==> config.mk <==
export PLATFORM = sky130hd
export DESIGN_NAME = note_sustain_sostenuto_tracker_top
export DESIGN_NICKNAME = d
export VERILOG_FILES = /design/src/rtl/core/nsst_pkg.sv /design/src/rtl/core/nsst_ctrl.sv /design/src/rtl/core/nsst_dp.sv /design/src/rtl/core/note_sustain_sostenuto_tracker_top.sv
export SDC_FILE = /design/constraint.sdc
export NUM_CORES = 1
export LEC_CHECK = 0
export ABC_AREA = 1
export BUFFER_PORTS_ARGS = -buffer_cell sky130_fd_sc_hd__buf_4
export CAP_MARGIN = 10
export CORE_MARGIN = 2
export CORE_UTILIZATION = 44
export DETAILED_ROUTE_END_ITERATION = 10
export PLACE_DENSITY = 0.69
export SYNTH_ARGS = -nofsm -noshare
export SYNTH_HDL_FRONTEND = slang
export SYNTH_SLANG_ARGS = --single-unit
==> constraint.sdc <==
create_clock -name clk -period 15 [get_ports clk]
set_clock_uncertainty 0.1 [all_clocks]
set_input_delay 0.75 -clock clk [delete_from_list [all_inputs] [get_ports clk]]
set_output_delay 0.75 -clock clk [all_outputs]
set_load 0.02 [all_outputs]
==> src/rtl/core/nsst_pkg.sv <==
// Shared sizes, codes and types for the note sustain / sostenuto tracker.
// Used by nsst_ctrl, nsst_dp and the top level; depends on nothing.
`timescale 1ns / 1ps
`default_nettype none

package nsst_pkg;

	localparam int NOTE_COUNT = 128;
	localparam int SCAN_BANK  = 64;
	localparam int IDX_W      = $clog2(NOTE_COUNT);
	localparam int KIND_W     = 3;
	localparam int NOTE_W     = 7;
	localparam int VEL_W      = 7;
	localparam int RANGE_W    = NOTE_W + 1;
	localparam int BANK_LAST  = ((1 << NOTE_W) - 1) / SCAN_BANK;

	localparam logic [KIND_W-1:0] K_NOTE    = 3'd0;
	localparam logic [KIND_W-1:0] K_SUS_ON  = 3'd1;
	localparam logic [KIND_W-1:0] K_SUS_OFF = 3'd2;
	localparam logic [KIND_W-1:0] K_SOST    = 3'd3;
	localparam logic [KIND_W-1:0] K_RELEASE = 3'd4;
	localparam logic [KIND_W-1:0] K_MUTE    = 3'd5;

	typedef enum logic [1:0] {
		NS_OFF  = 2'd0,
		NS_ON   = 2'd1,
		NS_HELD = 2'd2
	} nstate_t;

	typedef struct packed {
		logic    sus;
		nstate_t st;
	} entry_t;

	localparam entry_t ENTRY_RESET = '{sus: 1'b0, st: NS_OFF};

	typedef enum logic [2:0] {
		CT_IDLE,
		CT_DECODE,
		CT_NOTE_EV,
		CT_NOTE_ON,
		CT_SCAN,
		CT_FLUSH
	} ctrl_state_t;

	typedef struct packed {
		logic accept;
		logic rd_note;
		logic rd_scan;
		logic wr_scan;
		logic wr_on;
		logic wr_held;
		logic wr_off;
		logic emit_off;
		logic emit_on;
		logic flush;
	} dp_cmd_t;

	typedef struct packed {
		logic is_note;
		logic vel_zero;
		logic sounding;
		logic sus;
		logic scan_hit;
		logic scan_more;
		logic emit_ok;
	} dp_stat_t;

	// First note of the bank that holds n.
	function automatic logic [RANGE_W-1:0] bank_base(input logic [NOTE_W-1:0] n);
		logic [RANGE_W-1:0] b;
		b = '0;
		for (int k = 0; k <= BANK_LAST; k++) begin
			if ({1'b0, n} >= RANGE_W'(k * SCAN_BANK))
				b = RANGE_W'(k * SCAN_BANK);
		end
		return b;
	endfunction

endpackage

`default_nettype wire

==> src/rtl/core/nsst_ctrl.sv <==
// Sequencing state machine for the note tracker.
// Drives dp_cmd_t to nsst_dp and reads dp_stat_t back; uses nsst_pkg.
`timescale 1ns / 1ps
`default_nettype none

module nsst_ctrl
	import nsst_pkg::*;
(
	input  wire logic     clk,
	input  wire logic     arst_n,
	input  wire logic     req_valid,
	output logic          req_stall,
	output dp_cmd_t       cmd,
	input  wire dp_stat_t stat
);

	ctrl_state_t state_q, state_d;

	always_ff @(posedge clk or negedge arst_n) begin
		if (!arst_n)
			state_q <= CT_IDLE;
		else
			state_q <= state_d;
	end

	always_comb begin
		state_d   = state_q;
		cmd       = '0;
		req_stall = (state_q != CT_IDLE);
		case (state_q)
			CT_IDLE: begin
				if (req_valid) begin
					cmd.accept = 1'b1;
					state_d    = CT_DECODE;
				end
			end
			CT_DECODE: begin
				if (stat.is_note) begin
					cmd.rd_note = 1'b1;
					state_d     = CT_NOTE_EV;
				end else if (stat.scan_more) begin
					cmd.rd_scan = 1'b1;
					state_d     = CT_SCAN;
				end else begin
					state_d = CT_IDLE;
				end
			end
			CT_NOTE_EV: begin
				if (!stat.vel_zero) begin
					// retrigger: end the sounding note before the new note-on
					if (!stat.sounding) begin
						state_d = CT_NOTE_ON;
					end else if (stat.emit_ok) begin
						cmd.emit_off = 1'b1;
						state_d      = CT_NOTE_ON;
					end
				end else if (stat.sounding && stat.sus) begin
					cmd.wr_held = 1'b1;
					state_d     = CT_FLUSH;
				end else if (stat.sounding) begin
					if (stat.emit_ok) begin
						cmd.emit_off = 1'b1;
						cmd.wr_off   = 1'b1;
						state_d      = CT_FLUSH;
					end
				end else begin
					state_d = CT_FLUSH;
				end
			end
			CT_NOTE_ON: begin
				if (stat.emit_ok) begin
					cmd.wr_on   = 1'b1;
					cmd.emit_on = 1'b1;
					state_d     = CT_FLUSH;
				end
			end
			CT_SCAN: begin
				// hold the entry while a note-off has nowhere to go
				if (!stat.scan_hit || stat.emit_ok) begin
					cmd.wr_scan  = 1'b1;
					cmd.emit_off = stat.scan_hit;
					if (stat.scan_more)
						cmd.rd_scan = 1'b1;
					else
						state_d = CT_FLUSH;
				end
			end
			CT_FLUSH: begin
				if (stat.emit_ok) begin
					cmd.flush = 1'b1;
					state_d   = CT_IDLE;
				end
			end
			default: begin
				state_d = CT_IDLE;
			end
		endcase
	end

endmodule

`default_nettype wire

==> src/rtl/core/nsst_dp.sv <==
// Datapath of the note tracker: item registers, note table, scan counter,
// pending message and output register. Commanded by nsst_ctrl; uses nsst_pkg.
`timescale 1ns / 1ps
`default_nettype none

module nsst_dp
	import nsst_pkg::*;
(
	input  wire logic              clk,
	input  wire logic              arst_n,
	input  wire dp_cmd_t           cmd,
	output dp_stat_t               stat,
	input  wire logic [KIND_W-1:0] kind,
	input  wire logic [NOTE_W-1:0] note,
	input  wire logic [VEL_W-1:0]  velocity,
	input  wire logic              all_notes,
	output logic                   rsp_valid,
	input  wire logic              rsp_stall,
	output logic [NOTE_W-1:0]      out_note,
	output logic [VEL_W-1:0]       out_velocity,
	output logic                   last
);

	// item registers
	logic [KIND_W-1:0]  kind_q;
	logic [NOTE_W-1:0]  note_q;
	logic [VEL_W-1:0]   vel_q;
	logic               is_note_q;
	logic               sost_pt_q;
	logic [RANGE_W-1:0] rd_idx_q;
	logic [RANGE_W-1:0] end_q;
	logic [IDX_W-1:0]   ev_idx_q;

	// note table
	entry_t                mem_q [NOTE_COUNT];
	logic [NOTE_COUNT-1:0] vld_q;
	entry_t                rdata_q;

	// message registers
	logic              pend_v_q;
	logic [NOTE_W-1:0] pend_note_q;
	logic [VEL_W-1:0]  pend_vel_q;
	logic              out_v_q;
	logic [NOTE_W-1:0] out_note_q;
	logic [VEL_W-1:0]  out_vel_q;
	logic              out_last_q;

	logic               note_ok;
	logic [RANGE_W-1:0] base;
	logic [RANGE_W-1:0] end_raw;
	logic [RANGE_W-1:0] bank_end;
	logic [RANGE_W-1:0] start_d;
	logic [RANGE_W-1:0] end_d;
	logic [RANGE_W-1:0] one_end;

	logic               sounding;
	logic               held;
	logic               scan_hit;
	entry_t             scan_new;
	entry_t             wdata;
	logic               wr_en;
	logic               rd_en;
	logic [IDX_W-1:0]   rd_addr;
	logic               emit;
	logic               load_out;
	logic               out_free;
	logic               emit_ok;

	// scan range of the incoming item
	always_comb begin
		note_ok  = {1'b0, note} < RANGE_W'(NOTE_COUNT);
		base     = bank_base(note);
		end_raw  = base + RANGE_W'(SCAN_BANK);
		bank_end = (end_raw > RANGE_W'(NOTE_COUNT)) ? RANGE_W'(NOTE_COUNT) : end_raw;
		one_end  = RANGE_W'({1'b0, note}) + RANGE_W'(1);
		start_d  = '0;
		end_d    = '0;
		case (kind)
			K_SUS_ON, K_SUS_OFF: begin
				if (all_notes) begin
					end_d = RANGE_W'(NOTE_COUNT);
				end else if (note_ok) begin
					start_d = RANGE_W'({1'b0, note});
					end_d   = one_end;
				end
			end
			K_SOST: begin
				end_d = RANGE_W'(NOTE_COUNT);
			end
			K_RELEASE, K_MUTE: begin
				// a bank wholly past the table comes out empty
				if (all_notes) begin
					start_d = base;
					end_d   = bank_end;
				end else if (note_ok) begin
					start_d = RANGE_W'({1'b0, note});
					end_d   = one_end;
				end
			end
			default: begin
				end_d = '0;
			end
		endcase
	end

	always_ff @(posedge clk) begin
		if (cmd.accept) begin
			kind_q    <= kind;
			note_q    <= note;
			vel_q     <= velocity;
			is_note_q <= (kind == K_NOTE) && !all_notes && note_ok;
			sost_pt_q <= (kind == K_SOST) && !all_notes && note_ok;
			end_q     <= end_d;
		end
	end

	always_ff @(posedge clk) begin
		if (cmd.accept)
			rd_idx_q <= start_d;
		else if (cmd.rd_scan)
			rd_idx_q <= rd_idx_q + RANGE_W'(1);
	end

	// per-entry update during a scan
	always_comb begin
		sounding = (rdata_q.st != NS_OFF);
		held     = (rdata_q.st == NS_HELD);
		scan_new = rdata_q;
		scan_hit = 1'b0;
		case (kind_q)
			K_SUS_ON: begin
				scan_new.sus = 1'b1;
			end
			K_SUS_OFF: begin
				scan_new.sus = 1'b0;
			end
			K_SOST: begin
				scan_new.sus = rdata_q.sus || sounding ||
					(sost_pt_q && (ev_idx_q == note_q[IDX_W-1:0]));
			end
			K_RELEASE: begin
				scan_hit     = held;
				scan_new.sus = 1'b0;
				if (held)
					scan_new.st = NS_OFF;
			end
			K_MUTE: begin
				scan_hit = sounding;
				if (sounding)
					scan_new.st = NS_OFF;
			end
			default: begin
				scan_hit = 1'b0;
			end
		endcase
	end

	always_comb begin
		wr_en = cmd.wr_scan || cmd.wr_on || cmd.wr_held || cmd.wr_off;
		wdata = scan_new;
		if (cmd.wr_on)
			wdata = '{sus: rdata_q.sus, st: NS_ON};
		else if (cmd.wr_held)
			wdata = '{sus: rdata_q.sus, st: NS_HELD};
		else if (cmd.wr_off)
			wdata = '{sus: rdata_q.sus, st: NS_OFF};
		rd_en   = cmd.rd_note || cmd.rd_scan;
		rd_addr = cmd.rd_scan ? rd_idx_q[IDX_W-1:0] : note_q[IDX_W-1:0];
	end

	always_ff @(posedge clk) begin
		if (wr_en)
			mem_q[ev_idx_q] <= wdata;
	end

	always_ff @(posedge clk or negedge arst_n) begin
		if (!arst_n)
			vld_q <= '0;
		else if (wr_en)
			vld_q[ev_idx_q] <= 1'b1;
	end

	// an entry never written reads as off with sustain clear
	always_ff @(posedge clk) begin
		if (rd_en) begin
			rdata_q  <= vld_q[rd_addr] ? mem_q[rd_addr] : ENTRY_RESET;
			ev_idx_q <= rd_addr;
		end
	end

	// one message waits in pend until the next one, or the flush, tells
	// whether it closes the item
	always_comb begin
		emit     = cmd.emit_off || cmd.emit_on;
		out_free = !out_v_q || !rsp_stall;
		emit_ok  = !pend_v_q || out_free;
		load_out = (emit || cmd.flush) && pend_v_q;
	end

	always_ff @(posedge clk or negedge arst_n) begin
		if (!arst_n) begin
			pend_v_q <= 1'b0;
			out_v_q  <= 1'b0;
		end else begin
			if (emit)
				pend_v_q <= 1'b1;
			else if (cmd.flush)
				pend_v_q <= 1'b0;
			if (load_out)
				out_v_q <= 1'b1;
			else if (!rsp_stall)
				out_v_q <= 1'b0;
		end
	end

	always_ff @(posedge clk) begin
		if (emit) begin
			pend_note_q <= NOTE_W'(ev_idx_q);
			pend_vel_q  <= cmd.emit_on ? vel_q : '0;
		end
		if (load_out) begin
			out_note_q <= pend_note_q;
			out_vel_q  <= pend_vel_q;
			out_last_q <= cmd.flush;
		end
	end

	always_comb begin
		stat.is_note   = is_note_q;
		stat.vel_zero  = (vel_q == '0);
		stat.sounding  = sounding;
		stat.sus       = rdata_q.sus;
		stat.scan_hit  = scan_hit;
		stat.scan_more = (rd_idx_q < end_q);
		stat.emit_ok   = emit_ok;
	end

	assign rsp_valid    = out_v_q;
	assign out_note     = out_note_q;
	assign out_velocity = out_vel_q;
	assign last         = out_last_q;

	a_emit_room: assert property (@(posedge clk) disable iff (!arst_n)
		(cmd.emit_off || cmd.emit_on || cmd.flush) |-> emit_ok)
		else $error("message moved with no room in the output register");

	a_flush_last: assert property (@(posedge clk) disable iff (!arst_n)
		(cmd.flush && pend_v_q) |=> (rsp_valid && last))
		else $error("closing beat not presented with last");

	a_scan_range: assert property (@(posedge clk) disable iff (!arst_n)
		cmd.wr_scan |-> (RANGE_W'(ev_idx_q) < end_q))
		else $error("scan wrote past the end of its range");

	a_read_range: assert property (@(posedge clk) disable iff (!arst_n)
		cmd.rd_scan |-> (rd_idx_q < end_q))
		else $error("scan read past the end of its range");

endmodule

`default_nettype wire

==> src/rtl/core/note_sustain_sostenuto_tracker_top.sv <==
// Note sustain / sostenuto tracker: state machine plus datapath.
// Instantiates nsst_ctrl and nsst_dp; uses nsst_pkg.
//
// Request channel (req_valid / req_stall): one beat carries kind, note,
// velocity and all_notes. The block takes one item at a time; req_stall is
// high from the beat until every resulting message is in the output register.
// Response channel (rsp_valid / rsp_stall): one note message per beat,
// out_velocity zero meaning note-off; last marks the final beat of an item.
// An item that causes no message gives no beat at all.
// A scan goes through the note table one entry a cycle through its single
// read port, except while a note-off waits for room: a release or mute of
// all notes covers the bank of SCAN_BANK notes that holds note, a
// sostenuto or sustain-all item all NOTE_COUNT entries.
// Reset (arst_n low) marks every note off with sustain clear at once
// through per-entry valid bits; no clearing pass is needed.
// When the receiver stalls, the output register holds its beat and one
// further message waits in a pending register; the scan then halts on the
// next hit until room appears.
`timescale 1ns / 1ps
`default_nettype none

module note_sustain_sostenuto_tracker_top
	import nsst_pkg::*;
(
	input  wire logic              clk,
	input  wire logic              arst_n,
	input  wire logic              req_valid,
	output logic                   req_stall,
	input  wire logic [KIND_W-1:0] kind,
	input  wire logic [NOTE_W-1:0] note,
	input  wire logic [VEL_W-1:0]  velocity,
	input  wire logic              all_notes,
	output logic                   rsp_valid,
	input  wire logic              rsp_stall,
	output logic [NOTE_W-1:0]      out_note,
	output logic [VEL_W-1:0]       out_velocity,
	output logic                   last
);

	dp_cmd_t  cmd;
	dp_stat_t stat;

	nsst_ctrl u_ctrl (
		.clk       (clk),
		.arst_n    (arst_n),
		.req_valid (req_valid),
		.req_stall (req_stall),
		.cmd       (cmd),
		.stat      (stat)
	);

	nsst_dp u_dp (
		.clk          (clk),
		.arst_n       (arst_n),
		.cmd          (cmd),
		.stat         (stat),
		.kind         (kind),
		.note         (note),
		.velocity     (velocity),
		.all_notes    (all_notes),
		.rsp_valid    (rsp_valid),
		.rsp_stall    (rsp_stall),
		.out_note     (out_note),
		.out_velocity (out_velocity),
		.last         (last)
	);

endmodule

`default_nettype wire
==> results of run 1 <==
## power breakdown
group / switching, W / internal [W]
combinational: 0.00171 / 0.000563
sequential: 0.0000715 / 0.00208
clock: 0.000621 / 0.000930
## routing by layer
metal	up-vias	share of wire [%]	GRT usage (%)
met4	0	3.7	8.59
li1	8855	-	-
met2	820	47	34.7
met1	9183	41	27.5
met5	-	0	0
met3	162	8.3	3.41
## Yosys cell counts, drive strengths merged
| cell | instances |
|---|---|
| nor2 | 176 |
| or2 | 4 |
| a41oi | 1 |
| nor4 | 2 |
| o211ai | 20 |
| a21oi | 9 |
| o21bai | 1 |
| nand3 | 429 |
| nand2 | 727 |
| buf | 96 |
| o221ai | 1 |
| edfxtp | 458 |
| nand4 | 14 |
| nor3b | 1 |
| o21a | 2 |
| nor3 | 8 |
| o2111ai | 4 |
| o21ai | 155 |
| dfrtp | 133 |
| clkbuf | 50 |
| ha | 9 |
| o31ai | 2 |
| inv | 410 |
| o32ai | 3 |
| clkinv | 2 |
| a21boi | 1 |
| xnor2 | 1 |
## critical path: stages (launching register included)
cell and delay (ns):
edfxtp_1 0.49, ha_1 0.33, nand2_1 0.05, nand2_1 0.05, nand2_1 0.05, nand2_1 0.06, nand2_1 0.16, nand3_4 0.22
nand2_1 0.12, nand2_4 0.85, buf_4 0.81, buf_4 0.72, nand2_1 0.11, nand3_1 0.11, nand3_1 0.09, nand3_1 0.14
nand3_1 0.12, nand3_1 0.14, nand3_1 0.11, nand2_1 0.07, nor2_1 0.03
## kinds of logic after synthesis
kind of cell	Yosys count	share of synthesized area, %
simple gates	1361	21.8
flops	591	64.8
buf+inv	558	8.68
xor+xnor	1	0.0332
fa+ha+maj	9	0.427
compound gates	199	4.21
## registers in the layout, indices dropped and copies added (netlist names), 2 cells and up
register / flops
u_dp.mem_q: 384
u_dp.vld_q: 128
u_dp.end_q: 8
u_dp.rd_idx_q: 8
u_dp.ev_idx_q: 7
u_dp.note_q: 7
u_dp.out_note: 7
u_dp.out_velocity: 7
u_dp.pend_note_q: 7
u_dp.pend_vel_q: 7
u_dp.vel_q: 7
u_ctrl.state_q: 3
u_dp.kind_q: 3
u_dp.rdata_q: 2
## cell type report
| type | instances | area (um^2) |
|---|---|---|
| multi-input combinational | 1570 | 7080 |
| clock buffer | 80 | 1660 |
| timing repair buffer | 68 | 517 |
| inverter | 412 | 1550 |
| clock inverter | 34 | 399 |
| fill | 5206 | 29900 |
| tap | 773 | 967 |
| sequential | 591 | 17100 |
## per-stage QoR
step / utilization (%) / power, W / hold slack, ns
CTS: 49.5 / 0.00598 / 0.173
global placement: 46.0 / 0.00439 / 0.301
floorplan: - / 0.00378 / 0.300
finish: 49.5 / 0.00598 / 0.203
global route: 49.5 / 0.00630 / 0.181
detailed placement: 46.0 / 0.00443 / 0.305
## worst max-delay path by stage
stage | to | startpoint
floorplan | u_dp.mem_q[0][1]$_DFFE_PP_ | rsp_stall
global placement | u_dp.rdata_q[0]$_SDFFCE_PN0P_ | rsp_stall
detailed placement | u_dp.rdata_q[1]$_SDFFCE_PN0P_ | rsp_stall
CTS | u_dp.rdata_q[1]$_SDFFCE_PN0P_ | u_dp.rd_idx_q[1]$_DFFE_PP_
global route | u_dp.rdata_q[1]$_SDFFCE_PN0P_ | u_dp.rd_idx_q[2]$_DFFE_PP_
finish | u_dp.stat[3]$_SDFFCE_PN0P_ | u_dp.rd_idx_q[1]$_DFFE_PP_
==> metrics.txt, run 1 <==
status complete, but fails checks; violated checks DRC; fmax 187 MHz; Die Wd 249 um; GR Overflow Total 0; Placement Setup Slack 9.53 ns; Setup Fix Bufs, Post-CTS 0; most frequent cells in the layout nand2_1 (722), edfxtp_1 (458), nand3_1 (427); H-tree Lvls 2; Non-Filler Instances 3528; setup tns final 0 ns; wirelength, routed 64.8 mm; clk sinks 591; worst-path fanout max 110; Final GP Congestion 0.838; final slew viol count 0; CTS root buf clkbuf_16; die height 249 um; ant diodes 0; vias per cell 5.39; final setup margin 9.66 ns; Worst setup EP type register; Antenna Violating Nets Remaining 0; r2r startpoint u_dp.rd_idx_q[1]$_DFFE_PP_; register area share after synthesis 64.8%; die area 61900 um^2; Slew headroom 21.5%; Worst R2R End u_dp.stat[3]$_SDFFCE_PN0P_; R2R setup slack 9.66 ns; synth unique cells 39; Hold Path Sink u_dp.vel_q[6]$_DFFE_PP_; CTS tree done; synthesized cell area 26400 um^2; DP Cell Count 3413; CTS buffer count 61; min-delay worst type in -> reg; Worst VDD drop 139 uV; Post-Synthesis Cells 2719; vias 19.0k; max-cap violations 0; first-pass GRT wire length 103 mm; first drt pass iteration count 9; syn_area_per_cell 9.69 um^2; number of remaining DRC errors 4; PD cells 204 nW/um^2; syn_nets 2750; Worst R2R Path Depth 20; required time of the critical path 15.29 ns; largest net degree at the start of global routing 161; RSZ-0062 raised after global routing no; leakage power 12.3 nW; most common cell after layout, fill and taps aside nand2_1; vias in the first global route 18.9k; hold path depth 1; design area 29300 um^2; Tcrit/Tclk final 35.6%; clk_lat worst skew 0.63 ns; Worst EP arrival 5.63 ns; Layout area overhead 11.0%; hold path startpoint velocity[6]; clock tree buffer depth 3; Final Hold Fails 0; fin nets 2735; Slew @ Worst Pin 1.18 ns; synthesized flop and latch total 591; layout cells sized above 1 6.90%; Cell Area, Placed 27200 um^2; clk slew on worst S/H paths 0.06 ns; IO buf count 38; GR Util All Layers 21.0%; Worst Setup Start Kind register; antenna violations before repair 0; Ys Warns 0; count of endpoints failing setup in the final report 0; ranking of synthesized cells by area edfxtp_1 (52%), dfrtp_1 (13%), nand2_1 (10%); crit path kind reg -> reg; cts hold-fix bufs 1; post-synth top area share 52.2%; WL/cell 18.4 um; Core Area 59100 um^2; DR iter-0 viols 2081; largest area contributor in the netlist edfxtp_1; Detail Placement HPWL 36.2 mm; post-cts resize count 0; # IOs 39; Initial Util 44.6%; min Tclk post-route 5.34 ns; num rows 89
Power figures use the tool's default switching activity.
==> inputs of run 2 (changes only) <==
--- a/config.mk
+++ b/config.mk
@@ -5,13 +5,13 @@
 export SDC_FILE = /design/constraint.sdc
 export NUM_CORES = 1
 export LEC_CHECK = 0
-export ABC_AREA = 1
+export ABC_AREA = 0
 export BUFFER_PORTS_ARGS = -buffer_cell sky130_fd_sc_hd__buf_4
 export CAP_MARGIN = 10
 export CORE_MARGIN = 2
 export CORE_UTILIZATION = 44
 export DETAILED_ROUTE_END_ITERATION = 10
-export PLACE_DENSITY = 0.69
+export PLACE_DENSITY = 0.71
 export SYNTH_ARGS = -nofsm -noshare
 export SYNTH_HDL_FRONTEND = slang
 export SYNTH_SLANG_ARGS = --single-unit
==> constraint.sdc (replaced) <==
create_clock -name clk -period 4.7 [get_ports clk]
set_clock_uncertainty 0.1 [all_clocks]
set_input_delay 0.235 -clock clk [delete_from_list [all_inputs] [get_ports clk]]
set_output_delay 0.235 -clock clk [all_outputs]
set_load 0.02 [all_outputs]
==> run 2 against run 1 <==
Net effect:
- sequential share of layout area grew 1.6 points
- sequential power grew to 3.5 times the previous value
- combinational power grew to 3.7 times the previous value
- utilization grew 1.9 points
- worst setup slack lost 9.6 ns
- register-to-register slack lost 9.6 ns
- via count shrank 11%
- the run now ends clean
- first-iteration DRC count shrank 0.62%
- critical path depth shrank 6
==> metrics.txt, run 2 <==
min Tclk post-route 4.60 ns (was 5.34 ns); CP top delay family compound AO/OA/AOI/OAI gates (was simple AND/OR/NAND/NOR gates); H-tree Lvls 2 (unchanged); die height 241 um (was 249 um); r2r startpoint u_dp.rd_idx_q[7]$_SDFFCE_PP0P_ (was u_dp.rd_idx_q[1]$_DFFE_PP_); EDFF count, synth 458 (unchanged); CP Cell Sequence ha_1 -> and3_1 -> a221oi_1 -> o21a_2 -> nand2_2 -> mux2i_4 -> inv_2 -> buf_4 -> a211oi_1 -> a311oi_1 -> a31oi_1 -> o221a_2 -> a311oi_1 -> o41a_1 (was ha_1 -> nand2_1 -> nand2_1 -> nand2_1 -> nand2_1 -> nand2_1 -> nand3_4 -> nand2_1 -> nand2_4 -> buf_4 -> buf_4 -> nand2_1 -> nand3_1 -> nand3_1 -> nand3_1 -> nand3_1 -> nand3_1 -> nand3_1 -> nand2_1 -> nor2_1); Placement Setup Slack 0.169 ns (was 9.53 ns); Detail Placement HPWL 42.0 mm (was 36.2 mm); Worst R2R End u_dp.rdata_q[0]$_SDFFCE_PN0P_ (was u_dp.stat[3]$_SDFFCE_PN0P_); max-cap violations 0 (unchanged); Ys Warns 0 (unchanged); Initial Util 44.7% (was 44.6%); Core Area 55400 um^2 (was 59100 um^2); most common cell after layout, fill and taps aside edfxtp_1 (was nand2_1); WL/cell 24.0 um (was 18.4 um); synthesized cell area 24800 um^2 (was 26400 um^2); vias 17.0k (was 19.0k); layout cells sized above 1 18.4% (was 6.90%); syn_nets 1988 (was 2750); final slew viol count 0 (unchanged); GR Util met1 32.8% (was 27.5%); clk slew on worst S/H paths 0.06 ns (about the same); Slew @ Worst Pin 1.25 ns (was 1.18 ns); met3 usage in global routing 5.33% (was 3.41%); vias in the first global route 16.9k (was 18.9k); IO buf count 38 (unchanged); Die Wd 241 um (was 249 um); fin nets 2074 (was 2735); FFs w/ async S/R, synth 22.5% (unchanged); synthesized flop and latch total 591 (unchanged); count leader, synth edfxtp_1 (was nand2_1); Antenna Violating Nets Remaining 0 (unchanged); CP dominant cell by count a311oi_1 (was nand2_1); DR iter-0 viols 2068 (was 2081); Worst setup EP type register (unchanged); wirelength, routed 68.1 mm (was 64.8 mm); leakage power 10.7 nW (was 12.3 nW); Largest regs u_dp.mem_q (384), u_dp.vld_q (128) (unchanged); Hold Path Sink u_dp.rd_idx_q[6]$_DFFE_PP_ (was u_dp.vel_q[6]$_DFFE_PP_); vias per cell 5.97 (was 5.39); die area 58300 um^2 (was 61900 um^2); worst-path fanout max 12 (was 110); CTS buffer count 58 (was 61); Final GP Congestion 0.904 (was 0.838); Reg area 17100 um^2 (unchanged); hold path depth 3 (was 1); RSZ-0062 raised after global routing no (unchanged); number of remaining DRC errors 0 (was 4); clk_lat worst skew 0.63 ns (about the same); max reg flops 384 (unchanged); num rows 86 (was 89); Layout area overhead 14.9% (was 11.0%); Slew headroom 16.4% (was 21.5%); Max stage delay on crit path 0.68 ns (was 0.85 ns); Cell Area, Placed 26300 um^2 (was 27200 um^2); first drt pass iteration count 5 (was 9); PD cells 725 nW/um^2 (was 204 nW/um^2); most flop-heavy register u_dp.mem_q (unchanged); Worst VDD drop 493 uV (was 139 uV); crit path buf inv count 2 (unchanged); status finished clean (was complete, but fails checks); largest net degree at the start of global routing 129 (was 161); largest area contributor in the netlist edfxtp_1 (unchanged); synth unique cells 78 (was 39); register area share after synthesis 68.9% (was 64.8%); syn_area_per_cell 12.7 um^2 (was 9.69 um^2); multi-input logic area 7190 um^2 (was 7080 um^2); Primary FF master, synth edfxtp_1 (unchanged); setup tns final 0 ns (unchanged); PnR Total Power 0.0207 W (was 0.00598 W); min-delay worst type in -> reg (unchanged); post-synth top area share 55.5% (was 52.2%); CTS root buf clkbuf_16 (unchanged); Worst Setup Start Kind register (unchanged); ant diodes 0 (unchanged); clk sinks 591 (unchanged); Worst R2R Path Depth 14 (was 20); # IOs 39 (unchanged); Post-Synthesis Cells 1957 (was 2719); GR Util All Layers 23.9% (was 21.0%); GR Overflow Total 0 (unchanged); design area 28500 um^2 (was 29300 um^2); crit path kind reg -> reg (unchanged); required time of the critical path 5.10 ns (was 15.29 ns); hold path startpoint req_valid (was velocity[6]); first-pass GRT wire length 105 mm (was 103 mm); R2R setup slack 0.10 ns (was 9.66 ns); final setup margin 0.101 ns (was 9.66 ns); clock tree buffer depth 3 (unchanged); count of endpoints failing setup in the final report 0 (unchanged); fmax 217 MHz (was 187 MHz); Tcrit/Tclk final 97.9% (was 35.6%); Final Hold Fails 0 (unchanged); met2 Use GR 37.1% (was 34.7%); antenna violations before repair 1 (was 0); most crowded layer after global routing met2 (unchanged); most frequent cells in the layout edfxtp_1 (458), nand2_1 (369), nor2_1 (155) (was nand2_1 (722), edfxtp_1 (458), nand3_1 (427)); CTS tree done (unchanged); Post-synth top cells edfxtp_1 (458), nand2_1 (370), nor2_1 (155) (was nand2_1 (723), edfxtp_1 (458), nand3_1 (427)); # fillers 4603 (was 5206); Worst EP arrival 5.00 ns (was 5.63 ns); Crit-path slowest cell a311oi_1 (was nand2_4); ranking of synthesized cells by area edfxtp_1 (55%), dfrtp_1 (13%), nand2_1 (5.6%) (was edfxtp_1 (52%), dfrtp_1 (13%), nand2_1 (10%))
-- run 2: cell count changes in the layout (fill, tap and decap cells not counted), moves of 57 or more --
cell     before  now
inv_1       406   24
nand2_1     722  369
nand3_1     427  115
or2_2         4  128
o21ai_0     147   38
a31oi_1       0   57
-- run 2: cells by family after synthesis --
family	count (synthesis)	synth area share [%]
compound gates	262	7.67
xor+xnor	20	0.707
fa+ha+maj	10	0.495
buf+inv	134	2.50
flops	591	68.9
mux	54	3.06
simple gates	886	16.7
-- run 2: cell type report --
cell class	count	share of cell area, %
well taps	748	3.28
clock inverters	25	0.874
repair buffers	133	4.26
clock buffers	85	6.02
inverters	27	0.373
flip-flops and latches	591	60.0
multi-input cells	1232	25.2
-- run 2: repair_timing --
action                     in CTS  in global routing
setup endpoints to repair       0                  3
resized for setup               0                  2
hold buffers                   20                  0
buffers inserted                0                  3
hold endpoints to repair       92                  0
-- run 2: how the worst max path moves through the flow --
| stage | startpoint | end | depth (start not counted) |
|---|---|---|---|
| 2_1_floorplan | u_dp.vel_q[2]$_DFFE_PP_ | u_dp.mem_q[0][2]$_DFFE_PP_ | 5 |
| 3_3_place_gp | u_dp.rd_idx_q[7]$_SDFFCE_PP0P_ | u_dp.stat[3]$_SDFFCE_PN0P_ | 13 |
| 3_5_place_dp | u_dp.rd_idx_q[7]$_SDFFCE_PP0P_ | u_dp.stat[3]$_SDFFCE_PN0P_ | 13 |
| 4_1_cts | u_dp.rd_idx_q[7]$_SDFFCE_PP0P_ | u_dp.stat[3]$_SDFFCE_PN0P_ | 13 |
| 5_1_grt | u_dp.rd_idx_q[7]$_SDFFCE_PP0P_ | u_dp.rdata_q[1]$_SDFFCE_PN0P_ | 14 |
| 6_report | u_dp.rd_idx_q[7]$_SDFFCE_PP0P_ | u_dp.rdata_q[0]$_SDFFCE_PN0P_ | 14 |
-- run 2: metrics by stage --
step,util (%),instances,hold WS (ns)
finish,51.4,2841,0.0634
global route,51.4,2841,0.0792
CTS,51.3,2838,0.0377
detailed placement,47.4,2708,0.192
global placement,47.4,2708,0.179
floorplan,-,1957,-0.161
-- run 2: routing by layer --
| metal | part of all wire, % | vias up |
|---|---|---|
| met1 | 39 | 8443 |
| met3 | 10 | 186 |
| met5 | 0.018 | - |
| li1 | - | 7344 |
| met2 | 46 | 975 |
| met4 | 4.2 | 2 |
-- run 2: where the power goes --
group          internal, W  switching (W)  leakage [nW]  total [W]
clock              0.00274        0.00200         0.964    0.00474
sequential         0.00701       0.000474          5.95    0.00748
combinational      0.00271        0.00573          3.75    0.00844
-- run 2: worst min-delay path: stages --
cell and delay [ns]:
buf_4 0.09, nand2_1 0.15, a21oi_1 0.19
==> inputs of run 3 (changes only) <==
--- a/config.mk
+++ b/config.mk
@@ -12,6 +12,7 @@
 export CORE_UTILIZATION = 44
 export DETAILED_ROUTE_END_ITERATION = 10
 export PLACE_DENSITY = 0.71
+export REMOVE_ABC_BUFFERS = 1
 export SYNTH_ARGS = -nofsm -noshare
 export SYNTH_HDL_FRONTEND = slang
 export SYNTH_SLANG_ARGS = --single-unit
==> run 3 against run 2 <==
Net effect:
- worst hold slack got worse by 0.033 ns
- worst setup slack improved by 0.087 ns
- global-route usage fell by 0.58 points
- power rose by 0.22%
- utilization rose by 0.13 points
- via count rose by 0.14%
- sequential power barely moved
- critical endpoint unchanged
- largest cell class unchanged
==> metrics.txt, run 3 (same netlist as run 2, synthesis figures left out) <==
leakage power 10.7 nW (about the same); Final Hold Fails 0 (unchanged); Final GP Congestion 0.886 (was 0.904); Initial Util 44.7% (unchanged); post-cts resize count 0 (unchanged); Cell Area, Placed 26400 um^2 (was 26300 um^2); Hold WS 0.0304 ns (was 0.0634 ns); Worst R2R End u_dp.rdata_q[0]$_SDFFCE_PN0P_ (unchanged); WL/cell 23.5 um (was 24.0 um); count of endpoints failing setup in the final report 0 (unchanged); max-cap violations 0 (unchanged); DR iter-0 viols 2257 (was 2068); clk sinks 591 (unchanged); Worst VDD drop 553 uV (was 493 uV); design area 28600 um^2 (was 28500 um^2); Slew @ Worst Pin 1.01 ns (was 1.25 ns); GR Overflow Total 0 (unchanged); clk_lat worst skew 0.63 ns (about the same); Antenna Violating Nets Remaining 0 (unchanged); CTS root buf clkbuf_16 (unchanged); wirelength, routed 66.9 mm (was 68.1 mm); Core Area 55400 um^2 (unchanged); fin nets 2078 (was 2074); min-delay worst type in -> reg (unchanged); Hold Path Sink u_dp.rd_idx_q[6]$_DFFE_PP_ (unchanged); CTS buffer count 56 (was 58); vias 17.0k (about the same); vias per cell 5.97 (about the same); fmax 222 MHz (was 217 MHz); worst-path fanout max 43 (was 12); Tcrit/Tclk final 96.0% (was 97.9%); CTS tree done (unchanged); most flop-heavy register u_dp.mem_q (unchanged); hold path startpoint req_valid (unchanged); Worst R2R Path Depth 14 (unchanged); Die Wd 241 um (unchanged); hold path depth 3 (unchanged); max reg flops 384 (unchanged); Non-Filler Instances 2843 (was 2841); final slew viol count 0 (unchanged); # IOs 39 (unchanged); most common cell after layout, fill and taps aside edfxtp_1 (unchanged); most frequent cells in the layout edfxtp_1 (458), nand2_1 (369), nor2_1 (155) (unchanged); required time of the critical path 5.10 ns (about the same); ant diodes 0 (unchanged); PD cells 725 nW/um^2 (about the same); clk slew on worst S/H paths 0.07 ns (was 0.06 ns); IO buf count 38 (unchanged); R2R setup slack 0.19 ns (was 0.10 ns); min Tclk post-route 4.51 ns (was 4.60 ns); num rows 86 (unchanged); number of remaining DRC errors 0 (unchanged); Worst EP arrival 4.91 ns (was 5.00 ns); antenna violations before repair 0 (was 1); GR Util All Layers 23.4% (was 23.9%); die height 241 um (unchanged); layout cells sized above 1 18.7% (was 18.4%); H-tree Lvls 2 (unchanged); DP Cell Count 2716 (was 2708); RSZ-0062 raised after global routing no (unchanged); r2r startpoint u_dp.rd_idx_q[7]$_SDFFCE_PP0P_ (unchanged); crit path kind reg -> reg (unchanged); largest net degree at the start of global routing 129 (unchanged); Worst setup EP type register (unchanged); Detail Placement HPWL 41.1 mm (was 42.0 mm); die area 58300 um^2 (unchanged); status finished clean (unchanged); Slew headroom 32.4% (was 16.4%); Layout area overhead 15.2% (was 14.9%); first-pass GRT wire length 103 mm (was 105 mm); first drt pass iteration count 6 (was 5); vias in the first global route 16.8k (was 16.9k); clock tree buffer depth 3 (unchanged); Worst Setup Start Kind register (unchanged); Largest regs u_dp.mem_q (384), u_dp.vld_q (128) (unchanged)
==> run 3: changes by cell type in the layout (fill, tap and decap cells not counted), moves of 2 or more <==
| cell | delta |
|---|---|
| clkinvlp_4 | +2 |
| clkbuf_1 | -5 |
| buf_4 | +4 |
| bufinv_16 | +5 |
| inv_6 | +3 |
| clkbuf_8 | -6 |
| clkbuf_16 | -3 |
| clkinv_4 | +2 |
==> run 3: timing repair <==
action,CTS,global route
hold buffers,20,0
setup buffers,0,0
hold endpoints to repair,129,0
==> run 3: routing by layer <==
metal | vias to the layer above | wire, um | part of all wire, % | global-route usage (%)
met4 | 0 | 3010 | 4.5 | 10.2
met1 | 8446 | 26300 | 39 | 31.6
met2 | 990 | 31400 | 47 | 37.0
met5 | - | 0 | 0 | 0
met3 | 199 | 6230 | 9.3 | 4.47
li1 | 7338 | - | - | -
==> run 3: cell type report <==
cell class / count / area [um^2]
Tap cell: 748 / 936
Inverter: 27 / 106
Fill cell: 4606 / 26900
Clock buffer: 71 / 1540
Sequential cell: 591 / 17100
Multi-Input combinational cell: 1232 / 7170
Timing Repair Buffer: 139 / 1280
Clock inverter: 35 / 453
==> run 3: per-stage QoR <==
step	setup TNS, ns	power, W	setup slack, ns	utilization, %
5_1_grt	0	0.0215	0.000465	51.5
6_report	0	0.0207	0.188	51.5
2_1_floorplan	-760.81	0.0123	-3.23	-
3_3_place_gp	0	0.0156	0.391	47.6
4_1_cts	0	0.0206	0.276	51.5
3_5_place_dp	0	0.0157	0.284	47.6
==> run 3: where the power goes <==
| group | leakage [nW] | switching [W] | internal (W) |
|---|---|---|---|
| sequential | 5.95 | 0.000499 | 0.00700 |
| combinational | 3.79 | 0.00562 | 0.00275 |
| clock | 0.968 | 0.00201 | 0.00283 |
==> run 3: how the worst max path moves through the flow <==
stage	cells past startpoint	end	startpoint	slack (ns)
2_1_floorplan	5	u_dp.mem_q[0][2]$_DFFE_PP_	u_dp.vel_q[2]$_DFFE_PP_	-3.23
5_1_grt	14	u_dp.stat[3]$_SDFFCE_PN0P_	u_dp.rd_idx_q[7]$_SDFFCE_PP0P_	0.0005
4_1_cts	14	u_dp.stat[3]$_SDFFCE_PN0P_	u_dp.rd_idx_q[7]$_SDFFCE_PP0P_	0.28
6_report	14	u_dp.rdata_q[0]$_SDFFCE_PN0P_	u_dp.rd_idx_q[7]$_SDFFCE_PP0P_	0.19
3_3_place_gp	14	u_dp.rdata_q[0]$_SDFFCE_PN0P_	u_dp.rd_idx_q[7]$_SDFFCE_PP0P_	0.39
3_5_place_dp	14	u_dp.stat[3]$_SDFFCE_PN0P_	u_dp.rd_idx_q[7]$_SDFFCE_PP0P_	0.28
==> run 3: critical path: stages (launching register included) <==
cell      delay [ns]
edfxtp_1        0.42
ha_1            0.32
and3_1          0.22
a221oi_1        0.40
o21ai_2         0.22
nor3_4          0.25
nor2_4          0.09
inv_6           0.38
buf_4           0.32
a211oi_1        0.12
a311oi_1        0.28
a31oi_1         0.11
o221a_2         0.29
a311oi_1        0.63
o41a_1          0.23
